`config.mk`:
```
export PLATFORM = sky130hd
export DESIGN_NAME = spi_baud_divider_search
export DESIGN_NICKNAME = d
export VERILOG_FILES = /design/src/hw/rtl/sbd_pkg.sv /design/src/hw/rtl/sbd_ctl.sv /design/src/hw/rtl/sbd_dp.sv /design/src/hw/rtl/spi_baud_divider_search.sv
export SDC_FILE = /design/constraint.sdc
export NUM_CORES = 1
export LEC_CHECK = 0
export BUFFER_PORTS_ARGS = -buffer_cell sky130_fd_sc_hd__buf_2
export CAP_MARGIN = 15
export CORE_AREA = 2 2 194 235
export CTS_CLUSTER_SIZE = 28
export DETAILED_ROUTE_END_ITERATION = 7
export DIE_AREA = 0 0 196 237
export PLACE_DENSITY_LB_ADDON = 0.12
export RECOVER_POWER = 100
export SLEW_MARGIN = 20
export SYNTH_ARGS = -nofsm -noshare
export SYNTH_HDL_FRONTEND = slang
export SYNTH_SLANG_ARGS = --single-unit
export TNS_END_PERCENT = 50
```
`constraint.sdc`:
```
create_clock -name clk -period 16.2 [get_ports clk]
set_clock_uncertainty 0.2 [all_clocks]
set_input_delay 2.43 -clock clk [delete_from_list [all_inputs] [get_ports clk]]
set_output_delay 2.43 -clock clk [all_outputs]
set_load 0.005 [all_outputs]
```
`src/hw/rtl/sbd_pkg.sv`:
```
// shared types, constants and divider tables for the spi baud divider search
// used by sbd_ctl, sbd_dp and spi_baud_divider_search; no dependencies
package sbd_pkg;

  // field widths
  localparam int unsigned CLK_W    = 31;
  localparam int unsigned BAUD_W   = 32;
  localparam int unsigned PRE_IW   = 2;
  localparam int unsigned SCL_IW   = 4;
  localparam int unsigned SHIFT_W  = 4;
  localparam int unsigned DIVR_W   = 5;

  // long division of the clock by a small divisor, several bits per cycle
  localparam int unsigned DIV_STEP_BITS = 8;
  localparam int unsigned DIV_STEPS     = BAUD_W / DIV_STEP_BITS;
  localparam int unsigned STEP_W        = $clog2(DIV_STEPS);

  // configuration register indexes and reset values
  localparam int unsigned CFG_IDX_W = 1;
  localparam logic [CFG_IDX_W-1:0] REG_SOURCE_CLOCK = 1'd0;
  localparam logic [CFG_IDX_W-1:0] REG_MASTER_MODE  = 1'd1;
  localparam logic [CLK_W-1:0]     RST_SOURCE_CLOCK = 31'd50000000;
  localparam logic                 RST_MASTER_MODE  = 1'b1;

  // commands from the controller to the datapath
  typedef struct packed {
    logic              load;      // latch request, clear best
    logic              refuse;    // slave mode, no search
    logic              div_init;  // load dividend for current prescaler and factor
    logic              div_step;  // one group of division bits
    logic              scan;      // evaluate one scaler candidate
    logic              finish;    // register result and strobe
    logic [PRE_IW-1:0] pre_idx;
    logic              dbl;
    logic [SCL_IW-1:0] scl_idx;
  } cmd_t;

  // status from the datapath to the controller
  typedef struct packed {
    logic master;
  } sts_t;

  // prescaler value 2, 3, 5, 7
  function automatic logic [DIVR_W-1:0] pre_div(input logic [PRE_IW-1:0] idx);
    logic [DIVR_W-1:0] v;
    case (idx)
      2'd0:    v = 5'd2;
      2'd1:    v = 5'd3;
      2'd2:    v = 5'd5;
      default: v = 5'd7;
    endcase
    return v;
  endfunction

  // prescaler times three, for the scaler of six
  function automatic logic [DIVR_W-1:0] pre_div3(input logic [PRE_IW-1:0] idx);
    logic [DIVR_W-1:0] v;
    case (idx)
      2'd0:    v = 5'd6;
      2'd1:    v = 5'd9;
      2'd2:    v = 5'd15;
      default: v = 5'd21;
    endcase
    return v;
  endfunction

  // scaler as a power-of-two shift; the scaler of six shifts the divide-by-three lane
  function automatic logic [SHIFT_W-1:0] scl_shift(input logic [SCL_IW-1:0] idx);
    logic [SHIFT_W-1:0] v;
    case (idx)
      4'd0:    v = 4'd1;
      4'd1:    v = 4'd2;
      4'd2:    v = 4'd1;
      default: v = idx;
    endcase
    return v;
  endfunction

  // scaler of six takes the divide-by-three lane
  function automatic logic scl_odd(input logic [SCL_IW-1:0] idx);
    return (idx == 4'd2);
  endfunction

endpackage

```
`src/hw/rtl/sbd_ctl.sv`:
```
// search controller: sequences division and scaler scan over prescaler and factor
// depends on sbd_pkg
module sbd_ctl
  import sbd_pkg::*;
(
  input  logic clk,
  input  logic rst_n,
  input  logic start,
  output logic busy,
  input  sts_t sts,
  output cmd_t cmd
);

  localparam logic [2:0] S_IDLE = 3'd0;
  localparam logic [2:0] S_INIT = 3'd1;
  localparam logic [2:0] S_DIV  = 3'd2;
  localparam logic [2:0] S_SCAN = 3'd3;
  localparam logic [2:0] S_DONE = 3'd4;

  logic [2:0]        state_r, state_nxt;
  logic [PRE_IW-1:0] pre_r, pre_nxt;
  logic              dbl_r, dbl_nxt;
  logic [STEP_W-1:0] step_r, step_nxt;
  logic [SCL_IW-1:0] scl_r, scl_nxt;

  assign busy = (state_r != S_IDLE);

  // next state and commands
  always_comb begin
    state_nxt    = state_r;
    pre_nxt      = pre_r;
    dbl_nxt      = dbl_r;
    step_nxt     = step_r;
    scl_nxt      = scl_r;
    cmd          = '0;
    cmd.pre_idx  = pre_r;
    cmd.dbl      = dbl_r;
    cmd.scl_idx  = scl_r;
    case (state_r)
      S_IDLE: begin
        if (start) begin
          cmd.load = 1'b1;
          if (sts.master) begin
            cmd.div_init = 1'b1;
            step_nxt     = '0;
            state_nxt    = S_DIV;
          end else begin
            cmd.refuse = 1'b1;
            state_nxt  = S_DONE;
          end
        end
      end
      S_INIT: begin
        cmd.div_init = 1'b1;
        step_nxt     = '0;
        state_nxt    = S_DIV;
      end
      S_DIV: begin
        cmd.div_step = 1'b1;
        step_nxt     = step_r + 1'b1;
        if (step_r == STEP_W'(DIV_STEPS - 1)) begin
          scl_nxt   = '0;
          state_nxt = S_SCAN;
        end
      end
      S_SCAN: begin
        cmd.scan = 1'b1;
        scl_nxt  = scl_r + 1'b1;
        if (scl_r == {SCL_IW{1'b1}}) begin
          // factor is the inner count, prescaler the outer; both wrap to zero
          {pre_nxt, dbl_nxt} = {pre_r, dbl_r} + 1'b1;
          if ({pre_r, dbl_r} == {(PRE_IW + 1){1'b1}}) begin
            state_nxt = S_DONE;
          end else begin
            state_nxt = S_INIT;
          end
        end
      end
      S_DONE: begin
        cmd.finish = 1'b1;
        state_nxt  = S_IDLE;
      end
      default: begin
        state_nxt = S_IDLE;
      end
    endcase
  end

  // state and counters
  always_ff @(posedge clk) begin
    if (!rst_n) begin
      state_r <= S_IDLE;
      pre_r   <= '0;
      dbl_r   <= 1'b0;
      step_r  <= '0;
      scl_r   <= '0;
    end else begin
      state_r <= state_nxt;
      pre_r   <= pre_nxt;
      dbl_r   <= dbl_nxt;
      step_r  <= step_nxt;
      scl_r   <= scl_nxt;
    end
  end

`ifndef ASSERT_OFF
  a_slave_short: assert property (@(posedge clk) disable iff (!rst_n)
    (state_r == S_IDLE && start && !sts.master) |=> (state_r == S_DONE))
    else $error("slave request did not go straight to done");

  a_last_group: assert property (@(posedge clk) disable iff (!rst_n)
    (state_r == S_SCAN && scl_r == {SCL_IW{1'b1}} && pre_r == {PRE_IW{1'b1}} && dbl_r)
    |=> (state_r == S_DONE && pre_r == '0 && !dbl_r))
    else $error("search did not end after the last group");

  a_div_to_scan: assert property (@(posedge clk) disable iff (!rst_n)
    (state_r == S_DIV && step_r == STEP_W'(DIV_STEPS - 1))
    |=> (state_r == S_SCAN && scl_r == '0))
    else $error("scan did not start at the first scaler");
`endif

endmodule

```
`src/hw/rtl/sbd_dp.sv`:
```
// search datapath: config registers, two division lanes, best-candidate tracking
// and result registers; depends on sbd_pkg
module sbd_dp
  import sbd_pkg::*;
(
  input  logic                 clk,
  input  logic                 rst_n,
  input  logic                 cfg_we,
  input  logic [CFG_IDX_W-1:0] cfg_index,
  input  logic [CLK_W-1:0]     cfg_wdata,
  input  logic [BAUD_W-1:0]    in_requested_baud,
  input  cmd_t                 cmd,
  output sts_t                 sts,
  output logic                 out_valid,
  output logic [BAUD_W-1:0]    out_achieved_baud,
  output logic [PRE_IW-1:0]    out_prescaler_index,
  output logic [SCL_IW-1:0]    out_scaler_index,
  output logic                 out_double_rate,
  output logic                 out_slave_refused
);

  typedef struct packed {
    logic [BAUD_W-1:0] quo;
    logic [DIVR_W-1:0] rem;
  } div_t;

  // a group of restoring long division bits; remainder stays below the divisor
  function automatic div_t div_group(input div_t cur, input logic [DIVR_W-1:0] dv);
    div_t              nx;
    logic [DIVR_W:0]   trial;
    nx = cur;
    for (int i = 0; i < DIV_STEP_BITS; i++) begin
      trial  = {nx.rem, nx.quo[BAUD_W-1]};
      nx.quo = {nx.quo[BAUD_W-2:0], 1'b0};
      if (trial >= {1'b0, dv}) begin
        trial     = trial - {1'b0, dv};
        nx.quo[0] = 1'b1;
      end
      nx.rem = trial[DIVR_W-1:0];
    end
    return nx;
  endfunction

  logic [CLK_W-1:0]  source_clock_r;
  logic              master_r;
  logic              out_valid_r;
  logic [BAUD_W-1:0] req_r;
  div_t              lane1_r, lane3_r;
  logic [BAUD_W-1:0] best_rate_r, best_gap_r;
  logic [PRE_IW-1:0] best_pre_r;
  logic [SCL_IW-1:0] best_scl_r;
  logic              best_dbl_r, best_valid_r, refused_r;
  logic [BAUD_W-1:0] out_achieved_baud_r;
  logic [PRE_IW-1:0] out_prescaler_index_r;
  logic [SCL_IW-1:0] out_scaler_index_r;
  logic              out_double_rate_r, out_slave_refused_r;

  logic [BAUD_W-1:0] dividend;
  div_t              lane1_nxt, lane3_nxt;
  logic [BAUD_W-1:0] cand_src, cand_rate, cand_gap;
  logic              cand_fits, cand_earlier, cand_take;

  assign sts.master = master_r;

  // clock times the double-rate factor, fits in the full width
  assign dividend = cmd.dbl ? {source_clock_r, 1'b0} : {1'b0, source_clock_r};

  assign lane1_nxt = div_group(lane1_r, pre_div(cmd.pre_idx));
  assign lane3_nxt = div_group(lane3_r, pre_div3(cmd.pre_idx));

  // candidate rate for the current scaler, and whether it beats the held best
  always_comb begin
    cand_src     = scl_odd(cmd.scl_idx) ? lane3_r.quo : lane1_r.quo;
    cand_rate    = cand_src >> scl_shift(cmd.scl_idx);
    cand_fits    = (req_r >= cand_rate);
    cand_gap     = req_r - cand_rate;
    // on a tie within one prescaler the lower scaler index wins, then the lower factor
    cand_earlier = ({cmd.scl_idx, cmd.dbl} < {best_scl_r, best_dbl_r});
    cand_take    = cand_fits &&
                   ((cand_gap < best_gap_r) ||
                    (best_valid_r && cand_gap == best_gap_r &&
                     best_pre_r == cmd.pre_idx && cand_earlier));
  end

  // config registers and result strobe
  always_ff @(posedge clk) begin
    if (!rst_n) begin
      source_clock_r <= RST_SOURCE_CLOCK;
      master_r       <= RST_MASTER_MODE;
      out_valid_r    <= 1'b0;
    end else begin
      out_valid_r <= cmd.finish;
      if (cfg_we) begin
        case (cfg_index)
          REG_SOURCE_CLOCK: source_clock_r <= cfg_wdata;
          REG_MASTER_MODE:  master_r       <= cfg_wdata[0];
          default: ;
        endcase
      end
    end
  end

  // request, division lanes and best candidate
  always_ff @(posedge clk) begin
    if (cmd.load) begin
      req_r        <= in_requested_baud;
      refused_r    <= cmd.refuse;
      best_rate_r  <= '0;
      best_gap_r   <= '1;
      best_pre_r   <= '0;
      best_scl_r   <= '0;
      best_dbl_r   <= 1'b0;
      best_valid_r <= 1'b0;
    end else if (cmd.scan && cand_take) begin
      best_rate_r  <= cand_rate;
      best_gap_r   <= cand_gap;
      best_pre_r   <= cmd.pre_idx;
      best_scl_r   <= cmd.scl_idx;
      best_dbl_r   <= cmd.dbl;
      best_valid_r <= 1'b1;
    end
    if (cmd.div_init) begin
      lane1_r <= '{quo: dividend, rem: '0};
      lane3_r <= '{quo: dividend, rem: '0};
    end else if (cmd.div_step) begin
      lane1_r <= lane1_nxt;
      lane3_r <= lane3_nxt;
    end
  end

  // result registers
  always_ff @(posedge clk) begin
    if (cmd.finish) begin
      out_achieved_baud_r   <= best_rate_r;
      out_prescaler_index_r <= best_pre_r;
      out_scaler_index_r    <= best_scl_r;
      out_double_rate_r     <= best_dbl_r;
      out_slave_refused_r   <= refused_r;
    end
  end

  assign out_valid           = out_valid_r;
  assign out_achieved_baud   = out_achieved_baud_r;
  assign out_prescaler_index = out_prescaler_index_r;
  assign out_scaler_index    = out_scaler_index_r;
  assign out_double_rate     = out_double_rate_r;
  assign out_slave_refused   = out_slave_refused_r;

`ifndef ASSERT_OFF
  a_single_strobe: assert property (@(posedge clk) disable iff (!rst_n)
    out_valid_r |=> !out_valid_r)
    else $error("result strobe longer than one cycle");

  a_refused_zero: assert property (@(posedge clk) disable iff (!rst_n)
    (out_valid_r && out_slave_refused_r) |-> (out_achieved_baud_r == '0))
    else $error("refused request reports a nonzero rate");

  a_not_above: assert property (@(posedge clk) disable iff (!rst_n)
    out_valid_r |-> (out_achieved_baud_r <= req_r))
    else $error("reported rate exceeds the request");
`endif

endmodule

```
`src/hw/rtl/spi_baud_divider_search.sv`:
```
// master mode: busy holds off new requests until the result strobe rises, then drops;
// the search runs 8 prescaler/factor groups of division steps (8 quotient bits each)
// and a scan over each scaler candidate, with the division lanes reloaded between groups
// slave mode: straight to the done state, which registers the strobe; busy until then
// synchronous active-low reset: controller idle, source_clock 50000000, master mode on;
// the receiver cannot stall, each result is shown for one cycle only
module spi_baud_divider_search
  import sbd_pkg::*;
(
  input  logic                 clk,
  input  logic                 rst_n,
  input  logic                 cfg_we,
  input  logic [CFG_IDX_W-1:0] cfg_index,
  input  logic [CLK_W-1:0]     cfg_wdata,
  input  logic                 start,
  output logic                 busy,
  input  logic [BAUD_W-1:0]    in_requested_baud,
  output logic                 out_valid,
  output logic [BAUD_W-1:0]    out_achieved_baud,
  output logic [PRE_IW-1:0]    out_prescaler_index,
  output logic [SCL_IW-1:0]    out_scaler_index,
  output logic                 out_double_rate,
  output logic                 out_slave_refused
);

  cmd_t cmd;
  sts_t sts;

  // search sequencer
  sbd_ctl u_ctl (
    .clk   (clk),
    .rst_n (rst_n),
    .start (start),
    .busy  (busy),
    .sts   (sts),
    .cmd   (cmd)
  );

  // division, compare and result datapath
  sbd_dp u_dp (
    .clk                 (clk),
    .rst_n               (rst_n),
    .cfg_we              (cfg_we),
    .cfg_index           (cfg_index),
    .cfg_wdata           (cfg_wdata),
    .in_requested_baud   (in_requested_baud),
    .cmd                 (cmd),
    .sts                 (sts),
    .out_valid           (out_valid),
    .out_achieved_baud   (out_achieved_baud),
    .out_prescaler_index (out_prescaler_index),
    .out_scaler_index    (out_scaler_index),
    .out_double_rate     (out_double_rate),
    .out_slave_refused   (out_slave_refused)
  );

endmodule
```
==> summary.md, run 1 <==
| Metric | Value |
|---|---|
| Status | `finished with violations` |
| Violated checks | `max-capacitance violations, max-slew violations` |
| Placed cells | `2,416` |
| Area occupied by registers | `6660 um^2` |
| Rel. slew slack | `-64.4%` |
| Slowest cell delay on critical path | `0.69 ns` |
| Met3 GRT Util | `2.85%` |
| # port buffers | `109` |
| Clock insertion delay at the later pin of the skew report | `0.61 ns` |
| Post-synth EDFFs | `137` |
| First-pass GRT wire length | `71,600 um` |
| Initial antenna violation count | `0` |
| Worst flop-to-flop path startpoint | `u_ctl.pre_r[0]` |
| Worst-margin pin slew | `2.47 ns` |
| Fillers | `4,400` |
| Cells after Synth | `1,800` |
| Fraction of registers with async set/reset | `0%` |
| Synthesis-to-layout area growth | `11.6%` |
| WL/cell | `18.4 um` |
| Multi-input logic area | `10,100 um^2` |
| DP Area | `18,600 um^2` |
| Syn Area/Cell | `9.72 um^2` |
| Core area | `44,200 um^2` |
| Fin crit share | `92.3%` |
| Final setup violating endpoints | `0` |
| CP Launch Type | `flop` |
| Synthesized flop and latch total | `264` |
| Pre-Repair DR Iteration Count | `5` |
| Initial core utilization | `39.6%` |
| Vias in the first global route | `13,100` |
| Post-Syn Nets | `2,029` |
| Non-Filler Instances | `2,473` |
| Syn. warnings | `0` |
| Max Cap Violations | `6` |
| Die Wd | `196 um` |
| Ports | `110` |
| Met2 global-route usage | `35.3%` |
| Min-delay src | `u_dp.best_rate_r[18]` |
| Clock Root Buffer | `clkbuf_16` |
| Post CTS Setup Buffer Count | `0` |
| Leading cell type in the layout, fill and taps excluded | `mux2i_1` |
| Worst Path Arrival | `15.17 ns` |
| Nets | `2,112` |
| Hold Crit Class | `flop to flop` |
| Vias/cell | `5.29` |
| DRC | `0` |
| Layout cells sized above 1 | `10.5%` |
| WL final | `45,600 um` |
| Rows | `85` |
| Clk sinks | `264` |
| Final Slew Violations | `300` |
| Clock period minus worst slack | `14.96 ns` |
| Library cells used by synthesis | `80` |
| Setup TNS | `0 ns` |
| Post-DP HPWL | `34,900 um` |
| Seq/Total Area, Yosys | `38.0%` |
| Routed Antenna Nets | `0` |
| Top_reg_cell synth | `edfxtp_1` |
| First-iteration detailed-routing DRC count | `512` |
| Routability Congestion | `0.853` |
| Crit Path Max Fanout | `11` |
| Largest net degree at the start of global routing | `99` |
| Required @ worst endpoint | `16.41 ns` |
| Post-synthesis cell area | `17,500 um^2` |
| Finished Cell Area | `19,500 um^2` |
| H-Tree Depth | `1` |
| GRT busiest layer | `met2` |
| GR met1 Demand/Resource | `23.4%` |
| RSZ-0062 raised after global routing | `no` |
| Vias post-DR | `13,100` |
| Critical-path top delay cell | `a311oi_2` |
| Commonest cells after routing, fill and taps aside | `mux2i_1, nand2_1, ha_1` |
| Final Hold Fails | `0` |
| Worst setup path class | `flop to flop` |
| Remaining Overflow, GRT | `0` |
| Final setup margin | `1.24 ns` |
| Max Clock Freq | `66.8 MHz` |
| Total track usage | `19.6%` |
| Post-Place Worst Slack | `0.993 ns` |
| Clk slew on worst S/H paths | `0.06 ns` |
| Die footprint | `46,500 um^2` |
| Die height | `237 um` |
| Crit end category | `flop` |
| CP Launch Point | `u_ctl.pre_r[0]` |
| Clock tree buffer depth | `3` |
| CTS tree | `built` |
| Cts bufs inserted | `30` |
| Cell mode on critical path | `o21ai_0` |
## layer usage
| metal | up-vias | routed length, um |
|---|---|---|
| li1 | 6661 | - |
| met1 | 6093 | 19100 |
| met2 | 238 | 22700 |
| met3 | 82 | 1890 |
| met4 | 0 | 1920 |
| met5 | - | 0 |
## cell usage after synthesis, types with 10 or more instances
library cell,count,share of area [%]
a211oi_1,38,1.6
a21boi_0,25,1.1
a21o_1,99,4.2
a21oi_1,89,2.5
buf_1,10,0.21
clkbuf_1,62,1.3
dfxtp_1,127,15
edfxtp_1,137,24
fa_1,17,1.9
ha_1,144,10
inv_1,124,2.7
mux2_2,24,1.5
mux2i_1,180,10
nand2_1,171,3.7
nand2b_1,26,0.93
nand3_1,38,1.1
nand4_1,17,0.61
nor2_1,125,2.7
nor2b_1,34,1.2
nor3_1,16,0.46
o211ai_1,31,1.3
o21a_1,12,0.51
o21ai_0,60,1.7
xnor2_1,39,2.0
xor2_1,27,1.4
## area by class of cell
cell class                 count  share of cell area (%)
tap                          565                    3.62
antenna                        1                  0.0128
multi-input combinational   1336                    51.5
timing repair buffer         126                    3.22
inverter                     125                    2.40
sequential                   264                    34.1
clock inverter                20                    1.08
clock buffer                  36                    4.06
## registers in the layout, indices dropped and copies added (netlist names), 2 cells and up
signal / flops
u_dp.best_pre_r: 2
u_dp.out_scaler_index: 4
u_ctl.state_r: 3
u_ctl.scl_r: 4
u_dp.lane1_r: 13
u_dp.lane3_r: 13
u_dp.lane3_nxt: 24
u_dp.out_achieved_baud: 32
u_ctl.step_r: 2
u_dp.lane1_nxt: 24
u_dp.source_clock_r: 31
u_dp.best_scl_r: 4
u_dp.out_prescaler_index: 2
u_dp.best_rate_r: 32
u_dp.req_r: 32
u_dp.best_gap_r: 32
u_ctl.pre_r: 2
## worst paths after layout
check                                                  end  slack (ns)  depth (start not counted)
worst max-delay path                       u_dp.lane3_r[2]        1.24                         60
worst min-delay path            u_dp.out_achieved_baud[18]        0.23                          0
worst max register to register             u_dp.lane3_r[2]        1.24                         60
worst min register to register  u_dp.out_achieved_baud[18]        0.23                          0
## critical path: cells and delay by family, from the launching register on
family                   cells  cell delay [ns]
AO/OA/AOI/OAI               28             6.50
adder cells (fa/ha/maj)      9             3.04
AND/OR/NAND/NOR             15             2.56
multiplexers                 5             1.46
buffers and inverters        3             0.67
flip-flops                   1             0.37
## cells by family (layout without fill, tap and decap cells)
group,Yosys count,in the layout,share of synthesized area (%)
AND/OR/NAND/NOR,478,478,13.0
AO/OA/AOI/OAI,422,422,16.6
flip-flops,264,264,38.0
multiplexers,209,209,12.4
buffers and inverters,200,307,4.42
adder cells (fa/ha/maj),161,161,12.2
XOR/XNOR,66,66,3.30
other,0,1,0
## per-stage QoR
stage / hold slack (ns) / util [%]
floorplan: 0.200 / -
global placement: 0.214 / 42.1
detailed placement: 0.214 / 42.1
CTS: 0.230 / 44.4
global route: 0.234 / 44.1
finish: 0.228 / 44.1
## timing repair
item                       4_1_cts  5_1_grt
setup endpoints to repair        0        6
hold buffers                     0        0
gates resized for setup          0        1
Power of run 1 is not shown: default switching activity piles up to over one toggle a cycle in this logic, so the estimate is an artifact.
==> inputs of run 2 (changes only) <==
CTS_BUF_LIST = sky130_fd_sc_hd__clkbuf_16   (was not set)
==> run 2 against run 1 <==
  * The flow still finishes with violations (max-capacitance violations, max-slew violations)
  * Non-clock buffer count unchanged
  * Flip-flop and latch count unchanged
  * Design area down 0.10%
  * Count of clock-buffer cells in the layout down 6
  * Maximum frequency about the same
  * Routed wire length down 0.13%
  * First-iteration DRC count up 3.7%
  * Critical path depth unchanged
  * Hold slack about the same
  * Sequential share of layout area about the same
  * Worst setup slack better by 0.0077 ns
  * Global-route usage about the same
  * Critical endpoint unchanged
  * Highest routed layer unchanged
==> summary.md, run 2 (same netlist as run 1, synthesis figures left out) <==
| Metric | Value |
|---|---|
| CP Launch Type | `flop` |
| RSZ-0062 raised after global routing | `no` |
| Nets | `2,112 (unchanged)` |
| Crit Path Max Fanout | `11 (unchanged)` |
| First-pass GRT wire length | `71,600 um (about the same)` |
| Die height | `237 um (unchanged)` |
| Rel. slew slack | `-64.7% (-0.23 points)` |
| Synthesis-to-layout area growth | `11.5%` |
| # port buffers | `109 (unchanged)` |
| Core area | `44,200 um^2 (unchanged)` |
| Routed Antenna Nets | `0 (unchanged)` |
| Clock period minus worst slack | `14.95 ns (-0.00775 ns)` |
| Max Clock Freq | `66.9 MHz (about the same)` |
| WL final | `45,500 um (-0.13%)` |
| Post-DP HPWL | `34,900 um (unchanged)` |
| Final setup violating endpoints | `0 (unchanged)` |
| Layout cells sized above 1 | `10.4% (-0.10 points)` |
| CTS tree | `built` |
| Critical-path top delay cell | `a311oi_2` |
| Setup TNS | `0 ns (unchanged)` |
| Vias/cell | `5.29 (about the same)` |
| Cts bufs inserted | `30 (unchanged)` |
| Leading cell type in the layout, fill and taps excluded | `mux2i_1` |
| Clock insertion delay at the later pin of the skew report | `0.61 ns (about the same)` |
| Hold Crit Class | `flop to flop` |
| Violated checks | `max-capacitance violations, max-slew violations` |
| Vias post-DR | `13,100 (-0.031%)` |
| Pre-Repair DR Iteration Count | `5 (unchanged)` |
| Clock tree buffer depth | `3 (unchanged)` |
| Cell mode on critical path | `o21ai_0` |
| Status | `finished with violations` |
| Fillers | `4,398 (-0.045%)` |
| Worst-margin pin slew | `2.47 ns (+0.00339 ns)` |
| Required @ worst endpoint | `16.41 ns (about the same)` |
| Routability Congestion | `0.853 (unchanged)` |
| Initial antenna violation count | `0 (unchanged)` |
| Remaining Overflow, GRT | `0 (unchanged)` |
| WL/cell | `18.4 um (-0.13%)` |
| Fin crit share | `92.3% (about the same)` |
| Post CTS Setup Buffer Count | `0 (unchanged)` |
| DRC | `0 (unchanged)` |
| Worst setup path class | `flop to flop` |
| Die footprint | `46,500 um^2 (unchanged)` |
| H-Tree Depth | `1 (unchanged)` |
| Worst Path Arrival | `15.16 ns (about the same)` |
| Vias in the first global route | `13,100 (+0.038%)` |
| Max Cap Violations | `6 (unchanged)` |
| Commonest cells after routing, fill and taps aside | `mux2i_1, nand2_1, ha_1` |
| Clock Root Buffer | `clkbuf_16` |
| Largest net degree at the start of global routing | `99 (unchanged)` |
| Hold buffer count at CTS | `0 (unchanged)` |
| Final Slew Violations | `300 (unchanged)` |
| PostCTS Resize Cnt | `0 (unchanged)` |
| Final Hold Fails | `0 (unchanged)` |
| Ports | `110 (unchanged)` |
| Clk sinks | `264 (unchanged)` |
| Slowest cell delay on critical path | `0.70 ns (about the same)` |
| Clk slew on worst S/H paths | `0.06 ns (about the same)` |
| Rows | `85 (unchanged)` |
| Die Wd | `196 um (unchanged)` |
| Total track usage | `19.6% (about the same)` |
| Initial core utilization | `39.6% (unchanged)` |
| Crit end category | `flop` |
| First-iteration detailed-routing DRC count | `531 (+3.7%)` |
-- run 2: area by class of cell --
type                            count  area [um^2]  share of cell area [%]
Antenna cell                        1         2.50                  0.0128
Clock buffer                       30          751                    3.85
Clock inverter                     26          233                    1.19
Inverter                          125          469                    2.40
Multi-Input combinational cell   1336        10100                    51.6
Sequential cell                   264         6660                    34.1
Tap cell                          565          707                    3.62
Timing Repair Buffer              126          628                    3.22
-- run 2: metrics by stage --
stage | hold WS [ns] | std cells | util [%] | area [um^2] | worst slack (ns)
after floorplan | 0.200 | 1800 | - | 17500 | 2.91
after global placement | 0.214 | 2416 | 42.1 | 18600 | 1.20
after detailed placement | 0.214 | 2416 | 42.1 | 18600 | 0.993
after CTS | 0.230 | 2472 | 44.3 | 19600 | 0.856
after global routing | 0.234 | 2472 | 44.1 | 19500 | 0.0566
final | 0.228 | 2473 | 44.1 | 19500 | 1.25
-- run 2: metal layers --
| metal | routed length (um) | track usage [%] | vias to the layer above |
|---|---|---|---|
| met2 | 22700 | 35.4 | 219 |
| met4 | 1920 | 8.03 | 0 |
| met1 | 19200 | 23.3 | 6108 |
| met3 | 1740 | 2.85 | 82 |
| li1 | - | - | 6661 |
| met5 | 0 | 0 | - |
-- run 2: worst max-delay path, delay by kind of cell, from the launching register on --
family	cells	cell delay, ns
AND/OR/NAND/NOR	15	2.55
multiplexers	5	1.46
flip-flops	1	0.37
AO/OA/AOI/OAI	28	6.51
adder cells (fa/ha/maj)	9	3.04
buffers and inverters	3	0.67
-- run 2: worst paths after layout --
check                       startpoint                         end  slack [ns]  depth (start not counted)
setup / recovery        u_ctl.pre_r[0]             u_dp.lane3_r[2]        1.25                         60
hold reg to reg   u_dp.best_rate_r[18]  u_dp.out_achieved_baud[18]        0.23                          0
hold / removal    u_dp.best_rate_r[18]  u_dp.out_achieved_baud[18]        0.23                          0
setup reg to reg        u_ctl.pre_r[0]             u_dp.lane3_r[2]        1.25                         60
Power of run 2 is left out for the same reason.
